===== src/rtl/uart_rx_tx_ring_buffers_unit_defines.svh =====
// assertion macros shared by the uart ring buffer unit
`ifndef UART_RX_TX_RING_BUFFERS_UNIT_DEFINES_SVH
`define UART_RX_TX_RING_BUFFERS_UNIT_DEFINES_SVH

// same-cycle implication, disabled during reset
`define URTRB_ASSERT_NOW(label, clk, rst, ante, cons, msg) \
  label: assert property (@(posedge clk) disable iff (rst) (ante) |-> (cons)) \
    else $error(msg);

// next-cycle implication, disabled during reset
`define URTRB_ASSERT_NEXT(label, clk, rst, ante, cons, msg) \
  label: assert property (@(posedge clk) disable iff (rst) (ante) |=> (cons)) \
    else $error(msg);

`endif


===== src/rtl/urtrb_pkg.sv =====
// shared types and request codes of the uart ring buffer unit
package urtrb_pkg;

  // request kinds
  localparam logic [1:0] REQ_LINE_RX  = 2'd0;
  localparam logic [1:0] REQ_TX_READY = 2'd1;
  localparam logic [1:0] REQ_GET      = 2'd2;
  localparam logic [1:0] REQ_PUT      = 2'd3;

  typedef logic [7:0] byte_t;

  // controller to datapath commands
  typedef struct packed {
    logic take;
    logic emit;
  } cmd_t;

  // datapath to controller status
  typedef struct packed {
    logic out_full;
  } status_t;

endpackage


===== src/rtl/urtrb_channels.sv =====
// request and result channel interfaces of the uart ring buffer unit

// request channel
interface urtrb_req_if;
  logic               valid;
  logic               ready;
  logic [1:0]         req_type;
  urtrb_pkg::byte_t   data_byte;

  modport source (output valid, output req_type, output data_byte, input ready);
  modport sink   (input valid, input req_type, input data_byte, output ready);
endinterface

// result channel
interface urtrb_rsp_if;
  logic               valid;
  logic               ready;
  logic               line_valid;
  urtrb_pkg::byte_t   line_byte;
  urtrb_pkg::byte_t   read_byte;
  logic               rx_dropped;
  logic               put_discarded;
  logic               tx_enabled;

  modport source (output valid, output line_valid, output line_byte, output read_byte,
                  output rx_dropped, output put_discarded, output tx_enabled,
                  input ready);
  modport sink   (input valid, input line_valid, input line_byte, input read_byte,
                  input rx_dropped, input put_discarded, input tx_enabled,
                  output ready);
endinterface


===== src/rtl/urtrb_ctrl.sv =====
// sequencing state machine of the uart ring buffer unit
module urtrb_ctrl (
  input  logic               clk,
  input  logic               rst,
  input  logic               req_valid,
  output logic               req_ready,
  input  logic               rsp_ready,
  input  urtrb_pkg::status_t status,
  output urtrb_pkg::cmd_t    cmd
);

  localparam logic ST_IDLE = 1'b0;
  localparam logic ST_EXEC = 1'b1;

  logic state;
  logic state_next;
  logic out_free;

  // output register can take a new result this cycle
  assign out_free = !status.out_full || rsp_ready;

  // commands and next state
  always_comb begin
    cmd        = '0;
    state_next = state;
    req_ready  = 1'b0;
    unique case (state)
      ST_IDLE: begin
        req_ready = 1'b1;
        if (req_valid) begin
          cmd.take   = 1'b1;
          state_next = ST_EXEC;
        end
      end
      ST_EXEC: begin
        if (out_free) begin
          cmd.emit   = 1'b1;
          state_next = ST_IDLE;
        end
      end
      default: state_next = ST_IDLE;
    endcase
  end

  // state register
  always_ff @(posedge clk) begin
    if (rst) begin
      state <= ST_IDLE;
    end else begin
      state <= state_next;
    end
  end

endmodule


===== src/rtl/urtrb_dp.sv =====
// queue memories, pointers and result register of the uart ring buffer unit
module urtrb_dp #(
  parameter int QUEUE_DEPTH = 128
) (
  input  logic               clk,
  input  logic               rst,
  input  urtrb_pkg::cmd_t    cmd,
  output urtrb_pkg::status_t status,
  input  logic [1:0]         req_type,
  input  urtrb_pkg::byte_t   data_byte,
  input  logic               rsp_ready,
  output logic               rsp_valid,
  output logic               line_valid,
  output urtrb_pkg::byte_t   line_byte,
  output urtrb_pkg::byte_t   read_byte,
  output logic               rx_dropped,
  output logic               put_discarded,
  output logic               tx_enabled
);

  localparam int PTR_W = (QUEUE_DEPTH > 1) ? $clog2(QUEUE_DEPTH) : 1;
  localparam logic [PTR_W-1:0] LAST = PTR_W'(QUEUE_DEPTH - 1);

  urtrb_pkg::byte_t rx_mem [QUEUE_DEPTH];
  urtrb_pkg::byte_t tx_mem [QUEUE_DEPTH];

  logic [PTR_W-1:0] rx_wp, rx_rp, tx_wp, tx_rp;
  logic [PTR_W-1:0] rx_wp_next, rx_rp_next, tx_wp_next, tx_rp_next;
  logic             tx_en, discard;
  logic             tx_en_next, discard_next;
  logic             rx_full, rx_empty, tx_full, tx_empty;
  logic             rx_push, rx_pop, tx_push, tx_pop, drop, pdisc;

  // item results held between take and emit
  urtrb_pkg::byte_t rx_rd, tx_rd;
  logic             pop_line, pop_get, drop_r, pdisc_r, tx_en_r;
  logic             out_full;

  // wrap-around successors and fill state
  assign rx_wp_next = (rx_wp == LAST) ? '0 : rx_wp + 1'b1;
  assign rx_rp_next = (rx_rp == LAST) ? '0 : rx_rp + 1'b1;
  assign tx_wp_next = (tx_wp == LAST) ? '0 : tx_wp + 1'b1;
  assign tx_rp_next = (tx_rp == LAST) ? '0 : tx_rp + 1'b1;
  assign rx_full    = (rx_wp_next == rx_rp);
  assign rx_empty   = (rx_rp == rx_wp);
  assign tx_full    = (tx_wp_next == tx_rp);
  assign tx_empty   = (tx_rp == tx_wp);

  // per-request decisions
  always_comb begin
    rx_push      = 1'b0;
    rx_pop       = 1'b0;
    tx_push      = 1'b0;
    tx_pop       = 1'b0;
    drop         = 1'b0;
    pdisc        = 1'b0;
    tx_en_next   = tx_en;
    discard_next = discard;
    unique case (req_type)
      urtrb_pkg::REQ_LINE_RX: begin
        rx_push = !rx_full;
        drop    = rx_full;
      end
      urtrb_pkg::REQ_TX_READY: begin
        if (tx_en) begin
          tx_pop     = !tx_empty;
          tx_en_next = !tx_empty;
        end
      end
      urtrb_pkg::REQ_GET: begin
        rx_pop = !rx_empty;
      end
      urtrb_pkg::REQ_PUT: begin
        priority if (data_byte == '0) begin
          discard_next = 1'b0;
          tx_en_next   = 1'b1;
        end else if (discard) begin
          pdisc = 1'b1;
        end else if (tx_full) begin
          discard_next = 1'b1;
          pdisc        = 1'b1;
        end else begin
          tx_push = 1'b1;
        end
      end
      default: ;
    endcase
  end

  // queue memories with registered reads
  always_ff @(posedge clk) begin
    if (cmd.take && rx_push) begin
      rx_mem[rx_wp] <= data_byte;
    end
    if (cmd.take && tx_push) begin
      tx_mem[tx_wp] <= data_byte;
    end
    if (cmd.take) begin
      rx_rd <= rx_mem[rx_rp];
      tx_rd <= tx_mem[tx_rp];
    end
  end

  // pointers and mode flags
  always_ff @(posedge clk) begin
    if (rst) begin
      rx_wp   <= '0;
      rx_rp   <= '0;
      tx_wp   <= '0;
      tx_rp   <= '0;
      tx_en   <= 1'b0;
      discard <= 1'b0;
    end else if (cmd.take) begin
      if (rx_push) rx_wp <= rx_wp_next;
      if (rx_pop)  rx_rp <= rx_rp_next;
      if (tx_push) tx_wp <= tx_wp_next;
      if (tx_pop)  tx_rp <= tx_rp_next;
      tx_en   <= tx_en_next;
      discard <= discard_next;
    end
  end

  // item flags captured at take
  always_ff @(posedge clk) begin
    if (cmd.take) begin
      pop_line <= tx_pop;
      pop_get  <= rx_pop;
      drop_r   <= drop;
      pdisc_r  <= pdisc;
      tx_en_r  <= tx_en_next;
    end
  end

  // result register payload
  always_ff @(posedge clk) begin
    if (cmd.emit) begin
      line_valid    <= pop_line;
      line_byte     <= pop_line ? tx_rd : '0;
      read_byte     <= pop_get ? rx_rd : '0;
      rx_dropped    <= drop_r;
      put_discarded <= pdisc_r;
      tx_enabled    <= tx_en_r;
    end
  end

  // result register occupancy
  always_ff @(posedge clk) begin
    if (rst) begin
      out_full <= 1'b0;
    end else if (cmd.emit) begin
      out_full <= 1'b1;
    end else if (rsp_ready) begin
      out_full <= 1'b0;
    end
  end

  assign rsp_valid       = out_full;
  assign status.out_full = out_full;

endmodule


===== src/rtl/uart_rx_tx_ring_buffers_unit.sv =====
// uart receive/transmit ring buffer pair: top level
//
// Usage: each request on the request channel is a line byte received, a
// transmitter-ready event, a get request or a put character. Every request
// yields exactly one result on the result channel, in request order.
// Both queues are QUEUE_DEPTH-slot rings holding up to QUEUE_DEPTH-1 bytes.
// Timing: a request is taken in the idle state; its queue reads and flags are
// registered, then its result is loaded into the result register from the
// execute state once that register is free. A request occupies the unit from
// take to result load, so no new request is taken before the current one has
// loaded its result; the queue memory read register lies between the two.
// Stalls: while a result waits in the result register, the next request is
// still taken; the unit only holds in its execute state until the register
// frees up, and request ready stays low meanwhile.
// Reset: rst clears pointers, transmit enable, discard mode and the result
// valid flag. Queue contents stay; no unwritten slot reaches a result.
`include "uart_rx_tx_ring_buffers_unit_defines.svh"

module uart_rx_tx_ring_buffers_unit #(
  parameter int QUEUE_DEPTH = 128
) (
  input  logic             clk,
  input  logic             rst,
  urtrb_req_if.sink        request,
  urtrb_rsp_if.source      result
);

  urtrb_pkg::cmd_t    cmd;
  urtrb_pkg::status_t status;

  // sequencing
  urtrb_ctrl u_ctrl (
    .clk       (clk),
    .rst       (rst),
    .req_valid (request.valid),
    .req_ready (request.ready),
    .rsp_ready (result.ready),
    .status    (status),
    .cmd       (cmd)
  );

  // queues and result register
  urtrb_dp #(
    .QUEUE_DEPTH (QUEUE_DEPTH)
  ) u_dp (
    .clk           (clk),
    .rst           (rst),
    .cmd           (cmd),
    .status        (status),
    .req_type      (request.req_type),
    .data_byte     (request.data_byte),
    .rsp_ready     (result.ready),
    .rsp_valid     (result.valid),
    .line_valid    (result.line_valid),
    .line_byte     (result.line_byte),
    .read_byte     (result.read_byte),
    .rx_dropped    (result.rx_dropped),
    .put_discarded (result.put_discarded),
    .tx_enabled    (result.tx_enabled)
  );

  // checks
  `URTRB_ASSERT_NEXT(a_one_request_at_a_time, clk, rst, request.valid && request.ready, !request.ready, "request taken while one is in flight")
  `URTRB_ASSERT_NEXT(a_emit_fills_result, clk, rst, cmd.emit, result.valid, "result load did not show on the result channel")
  `URTRB_ASSERT_NOW(a_send_keeps_enable, clk, rst, result.valid && result.line_valid, result.tx_enabled && !result.rx_dropped && !result.put_discarded, "line byte sent with inconsistent flags")

endmodule

===== src/flat_wrapper.sv =====
// flat-port wrapper written by rule: the top's interface ports become plain ports
module uart_rx_tx_ring_buffers_unit_flat 
#(
  parameter int QUEUE_DEPTH = 128
)
  (clk, rst, request_valid, request_req_type, request_data_byte, request_ready, result_valid, result_line_valid, result_line_byte, result_read_byte, result_rx_dropped, result_put_discarded, result_tx_enabled, result_ready);
  urtrb_req_if request_i ();
  urtrb_rsp_if result_i ();
  input  logic clk;
  input  logic rst;
  input wire logic [$bits(request_i.valid)-1:0] request_valid;
  input wire logic [$bits(request_i.req_type)-1:0] request_req_type;
  input wire logic [$bits(request_i.data_byte)-1:0] request_data_byte;
  output wire logic [$bits(request_i.ready)-1:0] request_ready;
  output wire logic [$bits(result_i.valid)-1:0] result_valid;
  output wire logic [$bits(result_i.line_valid)-1:0] result_line_valid;
  output wire logic [$bits(result_i.line_byte)-1:0] result_line_byte;
  output wire logic [$bits(result_i.read_byte)-1:0] result_read_byte;
  output wire logic [$bits(result_i.rx_dropped)-1:0] result_rx_dropped;
  output wire logic [$bits(result_i.put_discarded)-1:0] result_put_discarded;
  output wire logic [$bits(result_i.tx_enabled)-1:0] result_tx_enabled;
  input wire logic [$bits(result_i.ready)-1:0] result_ready;
  assign request_i.valid = request_valid;
  assign request_i.req_type = request_req_type;
  assign request_i.data_byte = request_data_byte;
  assign request_ready = request_i.ready;
  assign result_valid = result_i.valid;
  assign result_line_valid = result_i.line_valid;
  assign result_line_byte = result_i.line_byte;
  assign result_read_byte = result_i.read_byte;
  assign result_rx_dropped = result_i.rx_dropped;
  assign result_put_discarded = result_i.put_discarded;
  assign result_tx_enabled = result_i.tx_enabled;
  assign result_i.ready = result_ready;
  uart_rx_tx_ring_buffers_unit #(.QUEUE_DEPTH(QUEUE_DEPTH)) u_core (.clk(clk), .rst(rst), .request(request_i), .result(result_i));
endmodule

===== config.mk =====
export PLATFORM = sky130hd
export DESIGN_NAME = uart_rx_tx_ring_buffers_unit_flat
export DESIGN_NICKNAME = d
export VERILOG_FILES = /design/src/rtl/urtrb_pkg.sv /design/src/rtl/urtrb_channels.sv /design/src/rtl/urtrb_ctrl.sv /design/src/rtl/urtrb_dp.sv /design/src/rtl/uart_rx_tx_ring_buffers_unit.sv /design/src/flat_wrapper.sv
export VERILOG_INCLUDE_DIRS = /design/src /design/src/rtl
export SDC_FILE = /design/constraint.sdc
export NUM_CORES = 2
export LEC_CHECK = 0
export BUFFER_PORTS_ARGS = -buffer_cell sky130_fd_sc_hd__buf_2
export CAP_MARGIN = 0
export CORE_MARGIN = 2
export CORE_UTILIZATION = 40
export CTS_CLUSTER_SIZE = 10
export DETAILED_ROUTE_END_ITERATION = 10
export SETUP_SLACK_MARGIN = 0.3
export SLEW_MARGIN = 20
export SYNTH_ARGS = -nofsm -noshare
export SYNTH_HDL_FRONTEND = slang
export SYNTH_SLANG_ARGS = --single-unit

===== constraint.sdc =====
create_clock -name clk -period 3.6 [get_ports clk]
set_input_delay 0.18 -clock clk [delete_from_list [all_inputs] [get_ports clk]]
set_output_delay 0.18 -clock clk [all_outputs]
set_load 0.01 [all_outputs]

==> impl_results.md <==
* Multiplexer share of the synthesized area at 0.166
* Max clock buf depth at 3
* Grt met2 use at 0.312
* Slew headroom at 0.202
* Port bufs at 35
* Synth area leaders: edfxtp_1 (75%), mux4_2 (15%), mux2i_1 (1.5%)
* Part of the power in registers at 0.556
* CP Class: register to register
* Initial Util at 0.402
* Sequential share of the synthesized area at 0.761
* Post-synth cell types at 74
* Cell family with most CP delay: buffers and inverters
* Worst path bufs/invs at 4
* Post-synth EDFFs at 2089
* Row Count at around 170
* Worst hold-check path type: input pin to register
* Delay of the slowest critical-path stage at 0.54 ns
* XOR/XNOR Fraction of Synth Area at 0.00326
* Worst EP required at 4.14 ns
* Worst-Margin Slew at 1.20 ns
* Vias in the first global route at between 40000 and 50000
* Post-placement cell area at 88800 um^2
* Placeable Area at 207000 um^2
* Nets at 4333
* CP most frequent cell: buf_4
* Count leader, synth: edfxtp_1
* Fill count at 17100
* First-pass iteration count of the detailed router at 5
* Setup violators final at 0
* Final Cell Area at 95600 um^2
* Outcome: finished clean
* Worst Skew at approximately 0.035 ns
* RePlAce Congestion at around 0.9
* CTS clk-pin slew, worst paths at 0.05 ns
* Die area at 212000 um^2
* Simple-Gate Fraction of Synth Area at 0.0328
* CP Cell Sequence: and3_1, mux2_2, a21oi_1, a211o_1, buf_4, buf_4, o2111ai_2, buf_4, nor2_1, buf_4
* Sink Count at between 2000 and 2500
* Share of cells above drive strength 1 at 0.293
* Num CTS Buffers at between 200 and 250
* CP Launch Point: u_core.u_dp.rx_wp[2]$_SDFFE_PP0P_
* Vias at 40800
* Synthesized instance count at between 3000 and 4000
* Area Growth Syn to Fin at 14.8%
* Overall Global Routing Usage at 0.194
* Hold Fails Final Rpt at 0
* Seq cells post-synth at 2121
* Busiest grt layer: met2
* Reg-to-reg startpoint: u_core.u_dp.rx_wp[2]$_SDFFE_PP0P_
* Net switching power at 0.00953 W
* Ys flop type: edfxtp_1
* Initial DRC Count at between 4000 and 5000
* Sw frac at 0.195
* Syn Nets at 3986
* Crit-path slowest cell: dfxtp_1
* Pleak at 28.8 nW
* Multi-input gate area at between 15000 and 20000 um^2
* Total negative slack at 0 ns
* Hold WS at around 0.096 ns
* Crit path DAT at 3.81 ns
* Ys async rst share at 0
* Remaining DRCs at 0
* Met3 GRT Util at 0.0327
* DRT Wirelength at slightly above 200000 um
* Critical path endpoint category: register
* Critical path peak fanout at 15
* Register area at approximately 63000 um^2
* FMAX at 306 MHz
* Die Width at 460 um
* Congestion Overflow GR at 0
* CTS tree: yes
* Max-cap violations at 0
* Initial antenna violation count at 7
* Routed Antenna Nets at 0
* Synth top area share at 0.753
* Most frequent cells after synthesis: edfxtp_1 (2089), mux4_2 (539), nor2_1 (319)
* Grt met1 use at 0.271
* Area leader, netlist: edfxtp_1
* Drt wl/cell at 28.6 um
* Main combinational cell family by area after synthesis: multiplexers
* Syn avg cell area at roughly 21 um^2
* Final core occ at 0.462
* Post-route minimum period at about 3.3 ns
* Combinational share of power at 0.015
* H-tree depth at 4
* Placed wire-length estimate at 128000 um
* Synthesized area at 83300 um^2
* Critical path launch point type: register
* Via-to-Cell Ratio at between 5 and 6
* Slew Limit Fails at 0
* Max IR drop VDD at 0.514 mV
* Pint at 0.0394 W
* Clk_lat worst skew at ~0.85 ns
* Fin crit share at 0.907
* Clock network power share at 0.429
* Post-synthesis adder-cell area fraction at 0.000601
* RSZ-0062 raised after global routing: yes
* Largest net degree at the start of global routing at 201
* Pwr per Cell Area at 512 nW/um^2
* CTS Root Cell: clkbuf_16
* Hold_sp: request_data_byte[1]
* Total power draw at 0.0489 W
* Yosys Warn Count at 0
* Io pins at 36
* First-pass GRT wire length at slightly below 300000 um
* Die height at about 460 um
* Compound-cell area share of the yosys netlist at 0.0231
==> kinds of logic after synthesis <==
kind of cell	Yosys count
AOI/OAI and AO/OA	255
xor gates and xnor gates	31
adders and majority gates	4
buffers and inverters	242
DFF	2121
muxes	703
and+or+nand+nor	612
==> cells in the final DEF, fill, tap and decap left out, types with 48 or more instances in the layout <==
cell / n
mux2i_1: 126
buf_4: 245
nand3_1: 48
edfxtp_1: 2089
nand2_1: 90
clkbuf_16: 241
nor2_1: 231
mux4_2: 539
nor2_2: 88
clkbuf_1: 52
==> area by class of cell <==
type	count	area share
inverters	15	0.000589
flip-flops and latches	2121	0.663
clock inverters	16	0.00203
diodes	2	0.0000523
clock buffers	293	0.0651
repair buffers	339	0.0327
multi-input cells	1605	0.200
well taps	2788	0.0365
==> final timing paths <==
kind	end	slack, ns	cells after the start
worst max-delay path	u_core.u_dp.rx_mem[94][7]$_DFFE_PP_	0.33	10
worst min-delay path	u_core.u_dp.rx_mem[80][1]$_DFFE_PP_	0.1	2
worst max register to register	u_core.u_dp.rx_mem[94][7]$_DFFE_PP_	0.33	10
worst min register to register	u_core.u_dp.put_discarded$_DFFE_PP_	0.43	0
==> metal layers <==
layer  wire length [um]  up-vias  share of wire
met5                 18        -       0.000088
met4               5790        2          0.028
met3              13800      315          0.067
met2              99700     1564           0.49
met1              86200    21800           0.42
li1                   -    17200              -
==> power groups by stage <==
stage                     registers, W  logic (W)  clock network, W
after floorplan                 0.0277   0.000156                 0
after global placement          0.0277   0.000733                 0
after detailed placement        0.0277   0.000758                 0
after CTS                       0.0272   0.000767            0.0213
after global routing            0.0272   0.000809            0.0223
final                           0.0272   0.000754            0.0210
==> worst register-to-register path, cell delays in order, from the launching register on <==
cell,delay (ns)
dfxtp_1,0.54
and3_1,0.29
mux2_2,0.37
a21oi_1,0.22
a211o_1,0.24
buf_4,0.20
buf_4,0.16
o2111ai_2,0.13
buf_4,0.31
nor2_1,0.28
buf_4,0.22
==> sequential cells by signal, summed over array words and instances (netlist names), 7 cells and up <==
signal	cells
u_core.u_dp.tx_rd	8
u_core.u_dp.read_byte	8
u_core.u_dp.line_byte	8
u_core.u_dp.rx_rd	8
u_core.u_dp.tx_wp	7
u_core.u_dp.tx_rp	7
u_core.u_dp.rx_rp	7
u_core.u_dp.rx_mem	1024
u_core.u_dp.rx_wp	7
u_core.u_dp.tx_mem	1024
==> repair_timing <==
action | CTS | global route
resized for setup | 18 | 75
hold endpoints to repair | 99 | 0
setup endpoints to repair | 127 | 1081
setup buffers | 1 | 0
hold buffers | 12 | 0
==> through the flow <==
stage / setup slack [ns] / instances
4_1_cts: 0.288 / 7177
5_1_grt: 0.263 / 7177
6_report: 0.335 / 7179
3_3_place_gp: -0.459 / 6855
2_1_floorplan: 0.414 / 3968
3_5_place_dp: -0.183 / 6855
Note: power is estimated with default switching activity, not from simulation.
